File: src/sv/sat_pkg.sv
// ----------------------------------------------------------------------------
// sat_pkg: shared types and codes for the sorted array table
// Word layouts, action and status codes, and controller/datapath handshake.
// ----------------------------------------------------------------------------
package sat_pkg;

    localparam int DEPTH_DEF = 16;
    localparam int WIDTH_DEF = 32;

    localparam int CAP_W = 5;
    localparam logic [CAP_W-1:0] CAP_RESET = 5'd16;

    localparam logic [1:0] ACT_INSERT = 2'd0;
    localparam logic [1:0] ACT_LOOKUP = 2'd1;
    localparam logic [1:0] ACT_REMOVE = 2'd2;
    localparam logic [1:0] ACT_FIND   = 2'd3;

    localparam logic [1:0] ST_OK    = 2'd0;
    localparam logic [1:0] ST_FULL  = 2'd1;
    localparam logic [1:0] ST_RANGE = 2'd2;

    typedef struct packed {
        logic [1:0]  action;
        logic [31:0] value;
        logic [3:0]  index;
    } t_in;

    typedef struct packed {
        logic [31:0] read_value;
        logic [3:0]  position;
        logic        found;
        logic [1:0]  status;
        logic [4:0]  entry_count;
    } t_out;

    typedef struct packed {
        logic load;
        logic start;
        logic step;
        logic emit;
    } t_cmd;

    typedef struct packed {
        logic done;
    } t_sts;

endpackage

File: src/sv/sorted_array_table_unit.sv
// Lookup and find take one memory read per visited entry; insert and remove take
// one read and one write per moved entry on the entry memory, which has separate
// read and write ports, plus a start step. A new word is accepted only after the
// previous result has been handed to the output register.
// Reset: synchronous active low; clears count, capacity to 16 and handshakes.
// Entry memory is not cleared; only entries below the count are ever read.
// ----------------------------------------------------------------------------
// sorted_array_table_unit: sorted array table top level
// Ascending table with insert, lookup, remove and find on valid/ready words.
// ----------------------------------------------------------------------------
module sorted_array_table_unit #(
    parameter int DEPTH = sat_pkg::DEPTH_DEF,
    parameter int WIDTH = sat_pkg::WIDTH_DEF
) (
    input  logic                      i_clk,
    input  logic                      i_rst_n,
    input  logic                      i_in_valid,
    output logic                      o_in_ready,
    input  sat_pkg::t_in              i_in_data,
    output logic                      o_out_valid,
    input  logic                      i_out_ready,
    output sat_pkg::t_out             o_out_data,
    input  logic                      i_cfg_we,
    input  logic [sat_pkg::CAP_W-1:0] i_cfg_data
);

    sat_pkg::t_cmd w_cmd;
    sat_pkg::t_sts w_sts;

    sat_ctrl u_ctrl (
        .i_clk       (i_clk),
        .i_rst_n     (i_rst_n),
        .i_in_valid  (i_in_valid),
        .o_in_ready  (o_in_ready),
        .o_out_valid (o_out_valid),
        .i_out_ready (i_out_ready),
        .i_sts       (w_sts),
        .o_cmd       (w_cmd)
    );

    sat_dp #(
        .DEPTH (DEPTH),
        .WIDTH (WIDTH)
    ) u_dp (
        .i_clk      (i_clk),
        .i_rst_n    (i_rst_n),
        .i_cmd      (w_cmd),
        .o_sts      (w_sts),
        .i_in       (i_in_data),
        .i_cfg_we   (i_cfg_we),
        .i_cfg_data (i_cfg_data),
        .o_out      (o_out_data)
    );

    a_busy_after_accept: assert property (@(posedge i_clk) disable iff (!i_rst_n)
        (i_in_valid && o_in_ready) |=> !o_in_ready)
        else $error("accepted a word but stayed ready");

    a_full_clean: assert property (@(posedge i_clk) disable iff (!i_rst_n)
        (o_out_valid && o_out_data.status == sat_pkg::ST_FULL) |->
        (o_out_data.read_value == '0 && o_out_data.position == '0 && !o_out_data.found))
        else $error("table full result carries data");

    a_range_clean: assert property (@(posedge i_clk) disable iff (!i_rst_n)
        (o_out_valid && o_out_data.status == sat_pkg::ST_RANGE) |->
        (o_out_data.read_value == '0 && o_out_data.position == '0 && !o_out_data.found))
        else $error("out of range result carries data");

    a_out_after_work: assert property (@(posedge i_clk) disable iff (!i_rst_n)
        $rose(o_out_valid) |-> $past(!o_in_ready))
        else $error("result appeared without a word in progress");

endmodule

File: src/sv/sat_ctrl.sv
// ----------------------------------------------------------------------------
// sat_ctrl: sequencer for the sorted array table
// Accepts a word, starts the datapath, steps it until done, hands off result.
// ----------------------------------------------------------------------------
module sat_ctrl (
    input  logic          i_clk,
    input  logic          i_rst_n,
    input  logic          i_in_valid,
    output logic          o_in_ready,
    output logic          o_out_valid,
    input  logic          i_out_ready,
    input  sat_pkg::t_sts i_sts,
    output sat_pkg::t_cmd o_cmd
);

    localparam logic [1:0] S_IDLE  = 2'd0;
    localparam logic [1:0] S_START = 2'd1;
    localparam logic [1:0] S_SCAN  = 2'd2;
    localparam logic [1:0] S_DONE  = 2'd3;

    logic [1:0] r_state;
    logic [1:0] n_state;
    logic       r_out_vld;
    logic       n_out_vld;

    always_comb begin
        n_state   = r_state;
        n_out_vld = r_out_vld;
        o_cmd     = '0;
        if (r_out_vld && i_out_ready) begin
            n_out_vld = 1'b0;
        end
        unique case (r_state)
            S_IDLE: begin
                if (i_in_valid) begin
                    o_cmd.load = 1'b1;
                    n_state    = S_START;
                end
            end
            S_START: begin
                o_cmd.start = 1'b1;
                n_state     = i_sts.done ? S_DONE : S_SCAN;
            end
            S_SCAN: begin
                o_cmd.step = 1'b1;
                if (i_sts.done) begin
                    n_state = S_DONE;
                end
            end
            S_DONE: begin
                // hold the result until the output register frees up
                if (!r_out_vld || i_out_ready) begin
                    o_cmd.emit = 1'b1;
                    n_out_vld  = 1'b1;
                    n_state    = S_IDLE;
                end
            end
        endcase
    end

    always_ff @(posedge i_clk) begin
        if (!i_rst_n) begin
            r_state   <= S_IDLE;
            r_out_vld <= 1'b0;
        end else begin
            r_state   <= n_state;
            r_out_vld <= n_out_vld;
        end
    end

    assign o_in_ready  = (r_state == S_IDLE);
    assign o_out_valid = r_out_vld;

endmodule

File: src/sv/sat_dp.sv
// ----------------------------------------------------------------------------
// sat_dp: datapath for the sorted array table
// Entry memory, count, scan pointer, capacity register and result registers.
// ----------------------------------------------------------------------------
module sat_dp #(
    parameter int DEPTH = sat_pkg::DEPTH_DEF,
    parameter int WIDTH = sat_pkg::WIDTH_DEF
) (
    input  logic                        i_clk,
    input  logic                        i_rst_n,
    input  sat_pkg::t_cmd               i_cmd,
    output sat_pkg::t_sts               o_sts,
    input  sat_pkg::t_in                i_in,
    input  logic                        i_cfg_we,
    input  logic [sat_pkg::CAP_W-1:0]   i_cfg_data,
    output sat_pkg::t_out               o_out
);

    localparam int AW = $clog2(DEPTH);
    localparam int CW = $clog2(DEPTH + 1);
    localparam int LW = (CW > sat_pkg::CAP_W) ? CW : sat_pkg::CAP_W;

    logic [WIDTH-1:0]          r_mem [DEPTH];
    logic [WIDTH-1:0]          r_rdata;

    logic [sat_pkg::CAP_W-1:0] r_cap;
    logic [CW-1:0]             r_count;
    logic [CW-1:0]             n_count;
    logic [1:0]                r_act;
    logic [WIDTH-1:0]          r_val;
    logic [3:0]                r_idx;
    logic [CW-1:0]             r_ptr;
    logic [CW-1:0]             n_ptr;
    logic                      r_fill;
    logic                      n_fill;
    sat_pkg::t_out             r_res;
    sat_pkg::t_out             r_out;

    logic [LW-1:0]             w_count_l;
    logic [LW-1:0]             w_lim;
    logic                      w_full;
    logic                      w_idx_bad;
    logic [CW-1:0]             w_last;
    logic [CW-1:0]             w_idx_c;
    logic [63:0]               w_rd64;

    logic                      w_done;
    logic                      w_we;
    logic [AW-1:0]             w_waddr;
    logic [WIDTH-1:0]          w_wdata;
    logic [AW-1:0]             w_raddr;
    logic [31:0]               w_rv;
    logic [3:0]                w_pos;
    logic                      w_fnd;
    logic [1:0]                w_st;

    assign w_count_l = LW'(r_count);
    assign w_lim     = (LW'(r_cap) > LW'(DEPTH)) ? LW'(DEPTH) : LW'(r_cap);
    assign w_full    = (w_count_l >= w_lim);
    assign w_idx_bad = (LW'(r_idx) >= w_count_l);
    assign w_last    = r_count - CW'(1);
    assign w_idx_c   = CW'(r_idx);
    assign w_rd64    = 64'(r_rdata);

    always_comb begin
        w_done  = 1'b0;
        w_we    = 1'b0;
        w_waddr = '0;
        w_wdata = r_val;
        w_raddr = '0;
        n_ptr   = r_ptr;
        n_fill  = r_fill;
        n_count = r_count;
        w_rv    = '0;
        w_pos   = '0;
        w_fnd   = 1'b0;
        w_st    = sat_pkg::ST_OK;

        if (i_cmd.start) begin
            unique case (r_act)
                sat_pkg::ACT_INSERT: begin
                    if (w_full) begin
                        w_done = 1'b1;
                        w_st   = sat_pkg::ST_FULL;
                    end else if (r_count == '0) begin
                        w_we    = 1'b1;
                        n_count = r_count + CW'(1);
                        w_done  = 1'b1;
                    end else begin
                        // walk down from the top entry
                        w_raddr = AW'(w_last);
                        n_ptr   = w_last;
                    end
                end
                sat_pkg::ACT_LOOKUP: begin
                    if (w_idx_bad) begin
                        w_done = 1'b1;
                        w_st   = sat_pkg::ST_RANGE;
                    end else begin
                        w_raddr = AW'(w_idx_c);
                        n_ptr   = w_idx_c;
                    end
                end
                sat_pkg::ACT_REMOVE: begin
                    if (w_idx_bad) begin
                        w_done = 1'b1;
                        w_st   = sat_pkg::ST_RANGE;
                    end else if (w_idx_c == w_last) begin
                        n_count = w_last;
                        w_done  = 1'b1;
                    end else begin
                        w_raddr = AW'(w_idx_c + CW'(1));
                        n_ptr   = w_idx_c + CW'(1);
                    end
                end
                sat_pkg::ACT_FIND: begin
                    if (r_count == '0) begin
                        w_done = 1'b1;
                    end else begin
                        w_raddr = '0;
                        n_ptr   = '0;
                    end
                end
            endcase
        end else if (i_cmd.step) begin
            unique case (r_act)
                sat_pkg::ACT_INSERT: begin
                    if (r_fill) begin
                        // every entry moved up: new word lands in slot zero
                        w_we    = 1'b1;
                        n_count = r_count + CW'(1);
                        w_done  = 1'b1;
                    end else if (r_rdata >= r_val) begin
                        w_we    = 1'b1;
                        w_waddr = AW'(r_ptr + CW'(1));
                        w_wdata = r_rdata;
                        if (r_ptr == '0) begin
                            n_fill = 1'b1;
                        end else begin
                            n_ptr   = r_ptr - CW'(1);
                            w_raddr = AW'(r_ptr - CW'(1));
                        end
                    end else begin
                        w_we    = 1'b1;
                        w_waddr = AW'(r_ptr + CW'(1));
                        n_count = r_count + CW'(1);
                        w_pos   = 4'(r_ptr + CW'(1));
                        w_done  = 1'b1;
                    end
                end
                sat_pkg::ACT_LOOKUP: begin
                    w_rv   = w_rd64[31:0];
                    w_done = 1'b1;
                end
                sat_pkg::ACT_REMOVE: begin
                    // move each later entry down one slot
                    w_we    = 1'b1;
                    w_waddr = AW'(r_ptr - CW'(1));
                    w_wdata = r_rdata;
                    if (r_ptr == w_last) begin
                        n_count = w_last;
                        w_done  = 1'b1;
                    end else begin
                        n_ptr   = r_ptr + CW'(1);
                        w_raddr = AW'(r_ptr + CW'(1));
                    end
                end
                sat_pkg::ACT_FIND: begin
                    if (r_rdata == r_val) begin
                        w_fnd  = 1'b1;
                        w_pos  = 4'(r_ptr);
                        w_done = 1'b1;
                    end else if (r_ptr == w_last) begin
                        w_done = 1'b1;
                    end else begin
                        n_ptr   = r_ptr + CW'(1);
                        w_raddr = AW'(r_ptr + CW'(1));
                    end
                end
            endcase
        end
    end

    always_ff @(posedge i_clk) begin
        if (w_we) begin
            r_mem[w_waddr] <= w_wdata;
        end
        r_rdata <= r_mem[w_raddr];
    end

    always_ff @(posedge i_clk) begin
        if (!i_rst_n) begin
            r_cap   <= sat_pkg::CAP_RESET;
            r_count <= '0;
            r_fill  <= 1'b0;
        end else begin
            if (i_cfg_we) begin
                r_cap <= i_cfg_data;
            end
            r_count <= n_count;
            r_fill  <= i_cmd.load ? 1'b0 : n_fill;
        end
    end

    always_ff @(posedge i_clk) begin
        r_ptr <= n_ptr;
        if (i_cmd.load) begin
            r_act <= i_in.action;
            r_val <= WIDTH'(i_in.value);
            r_idx <= i_in.index;
        end
        if (w_done) begin
            r_res.read_value  <= w_rv;
            r_res.position    <= w_pos;
            r_res.found       <= w_fnd;
            r_res.status      <= w_st;
            r_res.entry_count <= 5'(n_count);
        end
        if (i_cmd.emit) begin
            r_out <= r_res;
        end
    end

    assign o_sts.done = w_done;
    assign o_out      = r_out;

endmodule
File: config.mk
export PLATFORM = sky130hd
export DESIGN_NAME = sorted_array_table_unit
export DESIGN_NICKNAME = d
export VERILOG_FILES = /design/src/sv/sat_pkg.sv /design/src/sv/sorted_array_table_unit.sv /design/src/sv/sat_ctrl.sv /design/src/sv/sat_dp.sv
export SDC_FILE = /design/constraint.sdc
export NUM_CORES = 1
export LEC_CHECK = 0
export ABC_AREA = 1
export ABC_CLOCK_PERIOD_IN_PS = 6000
export BUFFER_PORTS_ARGS = -buffer_cell sky130_fd_sc_hd__clkbuf_2
export CAP_MARGIN = 20
export CORE_MARGIN = 5
export CORE_UTILIZATION = 35
export DETAILED_ROUTE_END_ITERATION = 16
export GPL_TIMING_DRIVEN = 0
export SETUP_SLACK_MARGIN = 0.15
export SLEW_MARGIN = 20
export SYNTH_ARGS = -nofsm -noshare
export SYNTH_HDL_FRONTEND = slang
export SYNTH_SLANG_ARGS = --single-unit
File: constraint.sdc
create_clock -name i_clk -period 6 [get_ports i_clk]
set_clock_uncertainty 0.15 [all_clocks]
set_input_delay 1.2 -clock i_clk [delete_from_list [all_inputs] [get_ports i_clk]]
set_output_delay 1.2 -clock i_clk [all_outputs]
set_load 0.02 [all_outputs]
# Word-level counts from Yosys, hierarchy flattened

Memories as Yosys holds them, arrays and structs flattened. A register that Yosys moved wholly into a read port is not among the register bits.
Cells that the tools add are included.
W data, S select, Z words.

Memories kept: 1
Bits in writable memories: 512
Bits of input ports: 48
Register bits: 145
Output and inout bits: 46

Memories:

| memory     | depth | width | read ports | clocked after Yosys merged registers in | wr ports | RTL line     | text |
|---|---|---|---|---|---|---|---|
| u_dp.r_mem | 16    | 32    | 1          | 1                                       | 1        | sat_dp.sv:23 | `logic [WIDTH-1:0] r_mem [DEPTH];` |

$lt $le $gt $ge: 4
Equality and inequality tests: 22
$add $sub $neg: 5
Bitwise gates (word level): 5
Reduce and logical (&&, ||, !) cells: 18
Mux-type cells: 95

Operators with widths:

| kind                  | number |
|---|---|
| $mux W32              | 4 |
| $mux W5               | 23 |
| $mux W4               | 18 |
| $pmux W32 S2          | 1 |
| $mux W1               | 33 |
| $eq A32 B32 Y1        | 1 |
| $ge A32 B32 Y1        | 1 |
| $ne A3 B3 Y1 const B  | 9 |
| $pmux W5 S2           | 2 |
| $pmux W5 S4           | 1 |
| $pmux W4 S2           | 2 |
| $pmux W4 S4           | 1 |
| $pmux W5 S3           | 1 |
| $pmux W4 S3           | 1 |
| $reduce_and A12 Y1    | 1 |
| $add A5 B1 Y5 const B | 2 |
| $logic_not A5 Y1      | 2 |
| $sub A5 B1 Y5 const B | 2 |
| $eq A2 B2 Y1 const B  | 4 |
| $mux W2               | 4 |
| $pmux W1 S4           | 2 |
| $pmux W2 S4           | 1 |
| $reduce_or A2 Y1      | 4 |
| $reduce_and A3 Y1     | 2 |
| other kinds (19)      | 27 |

# Longest topological paths before layout

Gate-level depths: netlist (run 1).

Depth after elaboration: 9
Depth in mapped cells: 26
Gate-level depth less buffers: 24

# By module

From an unflattened synthesis (run 1), not the netlist that was laid out.

Cell total of the unflattened synthesis: 2960
Area, all modules: 30834.6 um^2

Modules (own cells, without submodules):

| module   | area an instance (um^2) | cells an instance | seq. area each (um^2) | instances |
|---|---|---|---|---|
| sat_dp   | 30601.8                 | 2927              | 20169.3               | 1 |
| sat_ctrl | 232.7                   | 33                | 60.1                  | 1 |

# Least setup slack after synthesis (run 1)

Ideal clock, no wire load.

Path type: register to register
Start point: register u_ctrl.r_state[1]
End point: memory u_dp.r_mem[0][0] (netlist bit) (enable)
Arrival: 3.814 ns
Cell stages (with the launch flop): 9
Period minus slack after synthesis: 4.425 ns
Setup slack: 1.575 ns
Path buffers: 1
Path through: dfxtp_1 inv_1 ha_1 clkbuf_1 nor2_1 inv_2 nor2_1 a21oi_1 nor3_1

Cells in the longest elaborated chain, start to end: 6

Ends and longest elaborated chain:

| item                          | RTL line       | text |
|---|---|---|
| start, declared               | sat_ctrl.sv:21 | `logic [1:0] r_state;` |
| start signal, assigned        | sat_ctrl.sv:66 | `r_state <= n_state;` |
| $eq A2 B2 Y1                  | sat_ctrl.sv:33 | `unique case (r_state)` |
| $mux W1                       | sat_ctrl.sv:33 |  |
| $mux W1                       | sat_dp.sv:125  | `end else if (i_cmd.step) begin` |
| $mux W1                       | sat_dp.sv:79   | `if (i_cmd.start) begin` |
| $mux W1                       | sat_dp.sv:185  | `if (w_we) begin` |
| $mux W1 (implied by the code) | sat_dp.sv:186  | `r_mem[w_waddr] <= w_wdata;` |
| end, declared                 | sat_dp.sv:23   |  |

Several ways; a longest one is shown, not always the timed one.

# Final worst setup path (run 1)

Start point: register u_dp.r_val[31]
End point: register u_dp.r_rdata[5], read port of u_dp.r_mem

Cells in the longest elaborated chain, start to end: 6

Ends and longest elaborated chain:

| item                   | RTL line      | text |
|---|---|---|
| start, declared        | sat_dp.sv:30  | `logic [WIDTH-1:0] r_val;` |
| start signal, assigned | sat_dp.sv:209 | `r_val <= WIDTH'(i_in.value);` |
| $ge A32 B32 Y1         | sat_dp.sv:133 | `end else if (r_rdata >= r_val) begin` |
| $mux W4                | sat_dp.sv:133 |  |
| $mux W4                | sat_dp.sv:128 | `if (r_fill) begin` |
| $pmux W4 S3 (*)        | sat_dp.sv:126 | `unique case (r_act)` |
| $mux W4 (*)            | sat_dp.sv:125 |  |
| $mux W4 (*)            | sat_dp.sv:79  |  |
| end, declared          | sat_dp.sv:24  | `logic [WIDTH-1:0] r_rdata;` |

Every way passes the cells marked *; elsewhere a longest branch is shown, timed or not.
A chain may end at the register's enable or synchronous reset.

==> summary.txt, run 1 <==
Synthesis
  • Sequential area share after synthesis: 64.9%
  • Post-Syn Area: around 31,000 um^2
  • Synth warn: 0
  • EDFF count, synth: 643
  • #FFs+latches synth: about 700
  • Syn nets: ~3,000
  • Syn_area_per_cell: 10.5 um^2
  • Top_reg_cell synth: edfxtp_1
  • Synth unique cells: between 40 and 50
  • Cells after Synth: 2,960
  • Ys async rst share: 0%

Route
  • DR WL/cell: ~20 um
  • 1st-pass router iterations: 5
  • Routed WL: approximately 88,000 um
  • Initial DRC count: between 2,000 and 2,500
  • Vias per Instance: between 5 and 6
  • Via count: 22,100
  • Post-DRT Antenna Nets: 0
  • Post-route DRC: 0

Timing
  • Setup-failing EPs final: 0
  • Slew Limit Fails: 0
  • Fin crit share: around four fifths
  • Fmax: roughly 210 MHz
  • Worst-Margin Slew: 0.977 ns
  • Tmin final: between 4 and 5 ns
  • Final setup TNS: 0 ns
  • RSZ-0062 raised after global routing: no
  • Slew HR: between 30% and 40%
  • Fin. Hold Viols: 0

Clock tree
  • Clock Path Buffers: 3
  • Clk root buf: clkbuf_16
  • # resized after CTS: 0
  • CTS tree: built
  • H-tree Lvls: 3
  • CTS sink count: slightly below 700
  • Worst skew pair latency: 0.63 ns
  • CTS Hold Bufs: 0
  • CTS buffer count: 74
  • Number of setup buffers added after CTS: 0
  • Clock slew seen by the registers of the worst setup and hold paths: 0.06 ns

Power
  • Max VDD drop: between 0.3 and 0.4 mV
  • Pwr dens: between 400 and 500 nW/um^2
  • Leakage: 0.0151 uW

Global routing
  • First-pass GRT wire length: 131,000 um
  • Met3 usage: under 10%
  • Met2 usage in global routing: 29.9%
  • Met1 usage: between 20% and 30%
  • GRT busiest layer: met2
  • Remaining global-route overflow: 0
  • Pin count of the biggest net entering global routing: 35
  • Vias in the first global route: approximately 21,000
  • Initial antenna violation count: 2
  • Global Route Usage Sum: between 10% and 20%

Placement
  • IO Port Bufs: between 90 and 100
  • Dpl hpwl: 62,500 um
  • Post-DP Area: 34,100 um^2
  • RD Place Congestion: approximately 0.88

Die
  • IO Count: 94
  • Initial core utilization: 35.3%
  • Row count: ~110
  • Die Span Y: 308 um
  • Die X: between 300 and 400 um
  • Core Footprint: ~88,000 um^2
  • Die ar.: between 90,000 and 100,000 um^2

Min path
  • HP Class: reg -> reg
  • Hold Path Stages: 0

Worst setup path
  • Crit path top cell by count: nand2_1
  • Slowest cell on the critical path: clkbuf_1
  • Worst Reg2Reg Path Length in Cells: 18
  • Worst path top cell family by delay: simple AND/OR/NAND/NOR gates
  • CP Max Fanout: 10
  • Worst setup EP type: flip-flop
  • Worst EP required: approximately 6.4 ns
  • Crit-path max cell delay: around 0.55 ns
  • WP data arrival: just over 5 ns
  • Crit path launch type: flip-flop
  • Buf+Inv Stages, Crit Path: 4
  • Setup Crit Path Kind: reg -> reg
  • Crit path depth: 18
  • Cell Chain, Critical Path: inv_1 > ha_1 > nand2_1 > nor2_1 > nand2_1 > nor2_1 > nand2_1 > nand2_1 > nor2_1 > nand2_1 > inv_1 > nor2_1 > o2bb2ai_1 > a21oi_2 > inv_1 > clkbuf_1 > nand3_1 > nand2_1

Layout
  • Commonest non-fill, non-tap cell in the layout: edfxtp_1
  • Most frequent cells in the layout: edfxtp_1, nand3_1, inv_1, nand2_1, buf_2
  • Fin area: ~37,000 um^2
  • Area Overhead vs Synth: 17.5%
  • Layout cells sized above 1: ~14%
  • Core Util, Final: slightly above 40%
  • Diode count: 0
  • Nets@finish: around 3,300

Status
  • Outcome: complete, no violations

Flow run
  • Max Cap Viol: 0
logic make-up (layout without fill, tap and decap cells):
logic type | count (synthesis) | in the layout | share of synthesized area (%)
adders and majority gates | 58 | 58 | 2.33
buffers and inverters | 669 | 937 | 8.84
and+or+nand+nor | 1331 | 1331 | 19.8
AOI/OAI and AO/OA | 203 | 203 | 3.78
xor gates and xnor gates | 10 | 10 | 0.305
DFF | 689 | 689 | 64.9
power breakdown:
group          internal, uW  switching (uW)  leakage, uW
registers              6240             226      0.00622
logic                  1830            4710      0.00760
clock network          2820            1920      0.00125
total                 10900            6850       0.0151
final timing paths:
| path | to | slack (ns) | startpoint |
|---|---|---|---|
| setup / recovery | u_dp.r_rdata[5] | 1.23 | u_dp.r_val[31] |
| setup reg to reg | u_dp.r_rdata[5] | 1.23 | u_dp.r_val[31] |
| hold / removal | u_dp.o_out[36] | 0.27 | u_dp.r_res[36] |
| hold reg to reg | u_dp.o_out[36] | 0.27 | u_dp.r_res[36] |
area by class of cell:
cell class | count | area [um^2]
fillers | 8336 | 51700
flip-flops and latches | 689 | 20200
multi-input cells | 1602 | 8500
clock buffers | 93 | 2050
inverters | 512 | 1920
well taps | 1165 | 1460
repair buffers | 133 | 1160
plain buffers | 157 | 832
clock inverters | 42 | 473
sequential cells by signal, indices dropped and copies added, names as in the netlist, 4 cells and up:
signal,cells
u_dp.r_mem,512
u_dp.r_ptr,5
u_dp.r_val,32
u_dp.o_out,44
u_dp.r_cap,5
u_dp.r_count,5
u_dp.r_res,44
u_dp.r_rdata,32
u_dp.r_idx,4
layer usage:
metal	share of wire, %	vias up
met5	0	-
met4	3.2	0
met2	47	863
met1	42	10600
met3	7.6	169
li1	-	10500
cell usage after synthesis, types with 2 or more instances:
| master | n | area, um^2 |
|---|---|---|
| nand3_1 | 606 | 3030 |
| inv_1 | 504 | 1890 |
| a21oi_2 | 2 | 17.5 |
| nand3b_1 | 96 | 721 |
| edfxtp_1 | 643 | 19300 |
| nand4_1 | 10 | 62.6 |
| or2_2 | 2 | 12.5 |
| o21ai_0 | 43 | 215 |
| o22ai_1 | 66 | 413 |
| ha_1 | 58 | 726 |
| a22oi_1 | 3 | 22.5 |
| o211ai_1 | 5 | 37.5 |
| clkbuf_1 | 22 | 82.6 |
| buf_6 | 10 | 113 |
| a21o_1 | 3 | 22.5 |
| o21ai_1 | 2 | 10.0 |
| xor2_1 | 8 | 70.1 |
| dfxtp_1 | 46 | 921 |
| o221ai_1 | 2 | 17.5 |
| buf_2 | 113 | 566 |
| a31oi_1 | 2 | 12.5 |
| a21oi_1 | 65 | 325 |
| inv_2 | 7 | 26.3 |
| nand2_1 | 492 | 1850 |
| nor3_1 | 5 | 25.0 |
| buf_1 | 5 | 18.8 |
| nor2_1 | 111 | 417 |
| buf_4 | 7 | 52.6 |
| nand2_2 | 5 | 31.3 |
| o31ai_1 | 3 | 22.5 |
metrics by stage:
stage               total power, uW  hold WS [ns]  std cells  setup slack, ns
finish                        17700         0.267       4393             1.23
global route                  18700         0.268       4393             1.11
CTS                           17800         0.267       4393             1.36
detailed placement            13000         0.255       4258             1.40
global placement              12700         0.250       4218            -1.65
floorplan                     10500         0.250       2960             1.58
No activity file was read; power rests on OpenSTA's default activity.
==> run 2, diff against run 1 <==
--- a/config.mk
+++ b/config.mk
@@ -6,7 +6,7 @@
 export NUM_CORES = 1
 export LEC_CHECK = 0
 export ABC_AREA = 1
-export ABC_CLOCK_PERIOD_IN_PS = 6000
+export ABC_CLOCK_PERIOD_IN_PS = 4950
 export BUFFER_PORTS_ARGS = -buffer_cell sky130_fd_sc_hd__clkbuf_2
 export CAP_MARGIN = 20
 export CORE_MARGIN = 5
==> constraint.sdc (replaced) <==
create_clock -name i_clk -period 4.95 [get_ports i_clk]
set_clock_uncertainty 0.15 [all_clocks]
set_input_delay 0.99 -clock i_clk [delete_from_list [all_inputs] [get_ports i_clk]]
set_output_delay 0.99 -clock i_clk [all_outputs]
set_load 0.02 [all_outputs]
==> summary.txt, run 2 (synthesis gave the netlist of run 1 again) <==
Layout
  • Diode count: 0
  • Commonest non-fill, non-tap cell in the layout: edfxtp_1
  • Core Util, Final: about two fifths
  • Area Overhead vs Synth: 17.5%
  • FILL cells: 8,337
  • Layout cells sized above 1: between 10% and 20%
  • Nets@finish: ~3,300
  • Largest Register: u_dp.r_mem
  • Max reg flops: about 510
  • Most frequent cells in the layout: edfxtp_1, nand3_1, inv_1, nand2_1, buf_2

Timing
  • Fin crit share: slightly above 90%
  • Worst-Margin Slew: around 1 ns
  • Setup-failing EPs final: 0
  • Tmin final: roughly 4.6 ns
  • Fmax: roughly 220 MHz
  • Slew Limit Fails: 0
  • Slew HR: around a third
  • RSZ-0062 raised after global routing: no
  • Fin. Hold Viols: 0

Power
  • Leakage: 0.0151 uW
  • Total power after layout: ~22,000 uW
  • Pwr dens: 587 nW/um^2
  • Max VDD drop: between 0.3 and 0.4 mV

Route
  • Routed WL: 87,900 um
  • Met3 wire length: 6550 um
  • Met1 WL: 37,400 um
  • DR WL/cell: between 20 and 25 um
  • 1st-pass router iterations: 6
  • Max layer used: met4
  • Via count: 22,100
  • Met2 wire length: around 40,000 um
  • Post-route DRC: 0
  • Vias per Instance: 5.02
  • Initial DRC count: between 2,000 and 2,500
  • Post-DRT Antenna Nets: 0

Clock tree
  • CTS tree: built
  • Clk root buf: clkbuf_16
  • Clock slew seen by the registers of the worst setup and hold paths: around 0.060 ns
  • # resized after CTS: 0
  • Clock Path Buffers: 3
  • Number of setup buffers added after CTS: 0
  • CTS buffer count: 74
  • CTS sink count: 689
  • CTS Hold Bufs: 0
  • H-tree Lvls: 3
  • Worst skew pair latency: ~0.62 ns

Worst setup path
  • Slowest cell on the critical path: nor2_1
  • R2R Setup Slk: roughly 0.4 ns
  • WP data arrival: 4.63 ns
  • Worst Reg2Reg Path Length in Cells: 8
  • Crit-path max cell delay: slightly above 0.8 ns
  • CP Max Fanout: 16
  • Worst setup EP type: flip-flop
  • Crit path depth: 8
  • Setup Crit Path Kind: reg -> reg
  • Worst EP required: about 5.0 ns
  • Crit path launch type: flip-flop
  • Cell Chain, Critical Path: inv_1 > ha_1 > clkbuf_1 > nor2_1 > inv_2 > nor2_1 > clkbuf_1 > o22ai_2
  • Worst path top cell family by delay: simple AND/OR/NAND/NOR gates
  • Buf+Inv Stages, Crit Path: 4

Min path
  • HP Class: reg -> reg
  • Hold Path Stages: 0

Die
  • Initial core utilization: 35.3%
  • Row count: 109
  • Die ar.: ~95,000 um^2
  • Die X: between 300 and 400 um
  • Die Span Y: 308 um
  • IO Count: 94
  • Core Footprint: 88,400 um^2

Global routing
  • Global Route Usage Sum: roughly 18%
  • Remaining global-route overflow: 0
  • Vias in the first global route: approximately 21,000
  • First-pass GRT wire length: ~130,000 um
  • Initial antenna violation count: 2
  • Pin count of the biggest net entering global routing: 35

Status
  • Outcome: complete, no violations

Placement
  • IO Port Bufs: 93
  • Dpl hpwl: 62,500 um
  • RD Place Congestion: just under 0.9

Flow run
  • Max Cap Viol: 0
==> run 2: report_power, final <==
part,switching [uW],total [uW],internal [uW]
combinational,5710,7930,2220
clock,2320,5740,3420
sequential,273,7840,7560
==> run 2: layout make-up <==
cell class | count | area (um^2) | share of cell area [%]
inverter | 512 | 1920 | 5.25
timing repair buffer | 133 | 1160 | 3.17
multi-input combinational | 1602 | 8500 | 23.2
tap | 1165 | 1460 | 3.98
buffer | 157 | 835 | 2.28
clock buffer | 93 | 2050 | 5.61
clock inverter | 42 | 473 | 1.29
sequential | 689 | 20200 | 55.2
==> run 2: path summary, 6_finish.rpt <==
kind	startpoint	endpoint
setup / recovery	u_ctrl.r_state[1]	u_dp.r_mem[9][5]
hold / removal	u_dp.r_res[36]	u_dp.o_out[36]
setup reg to reg	u_ctrl.r_state[1]	u_dp.r_mem[9][5]
hold reg to reg	u_dp.r_res[36]	u_dp.o_out[36]
==> run 2: per-stage QoR <==
stage / cell area (um^2) / setup slack, ns / hold WS [ns] / setup TNS (ns) / std cells
final: 36600 / 0.391 / 0.267 / 0 / 4393
after detailed placement: 34100 / 0.349 / 0.255 / 0 / 4258
after floorplan: 31200 / 0.525 / 0.250 / 0 / 2960
after global placement: 33100 / -2.70 / 0.250 / -654.89 / 4218
after CTS: 36600 / 0.313 / 0.267 / 0 / 4393
after global routing: 36600 / 0.208 / 0.268 / 0 / 4393
==> run 2: routing by layer <==
| layer | global-route usage, % | vias up |
|---|---|---|
| li1 | - | 10500 |
| met1 | 24.9 | 10600 |
| met2 | 29.9 | 857 |
| met3 | 2.27 | 173 |
| met4 | 6.33 | 0 |
| met5 | 0 | - |
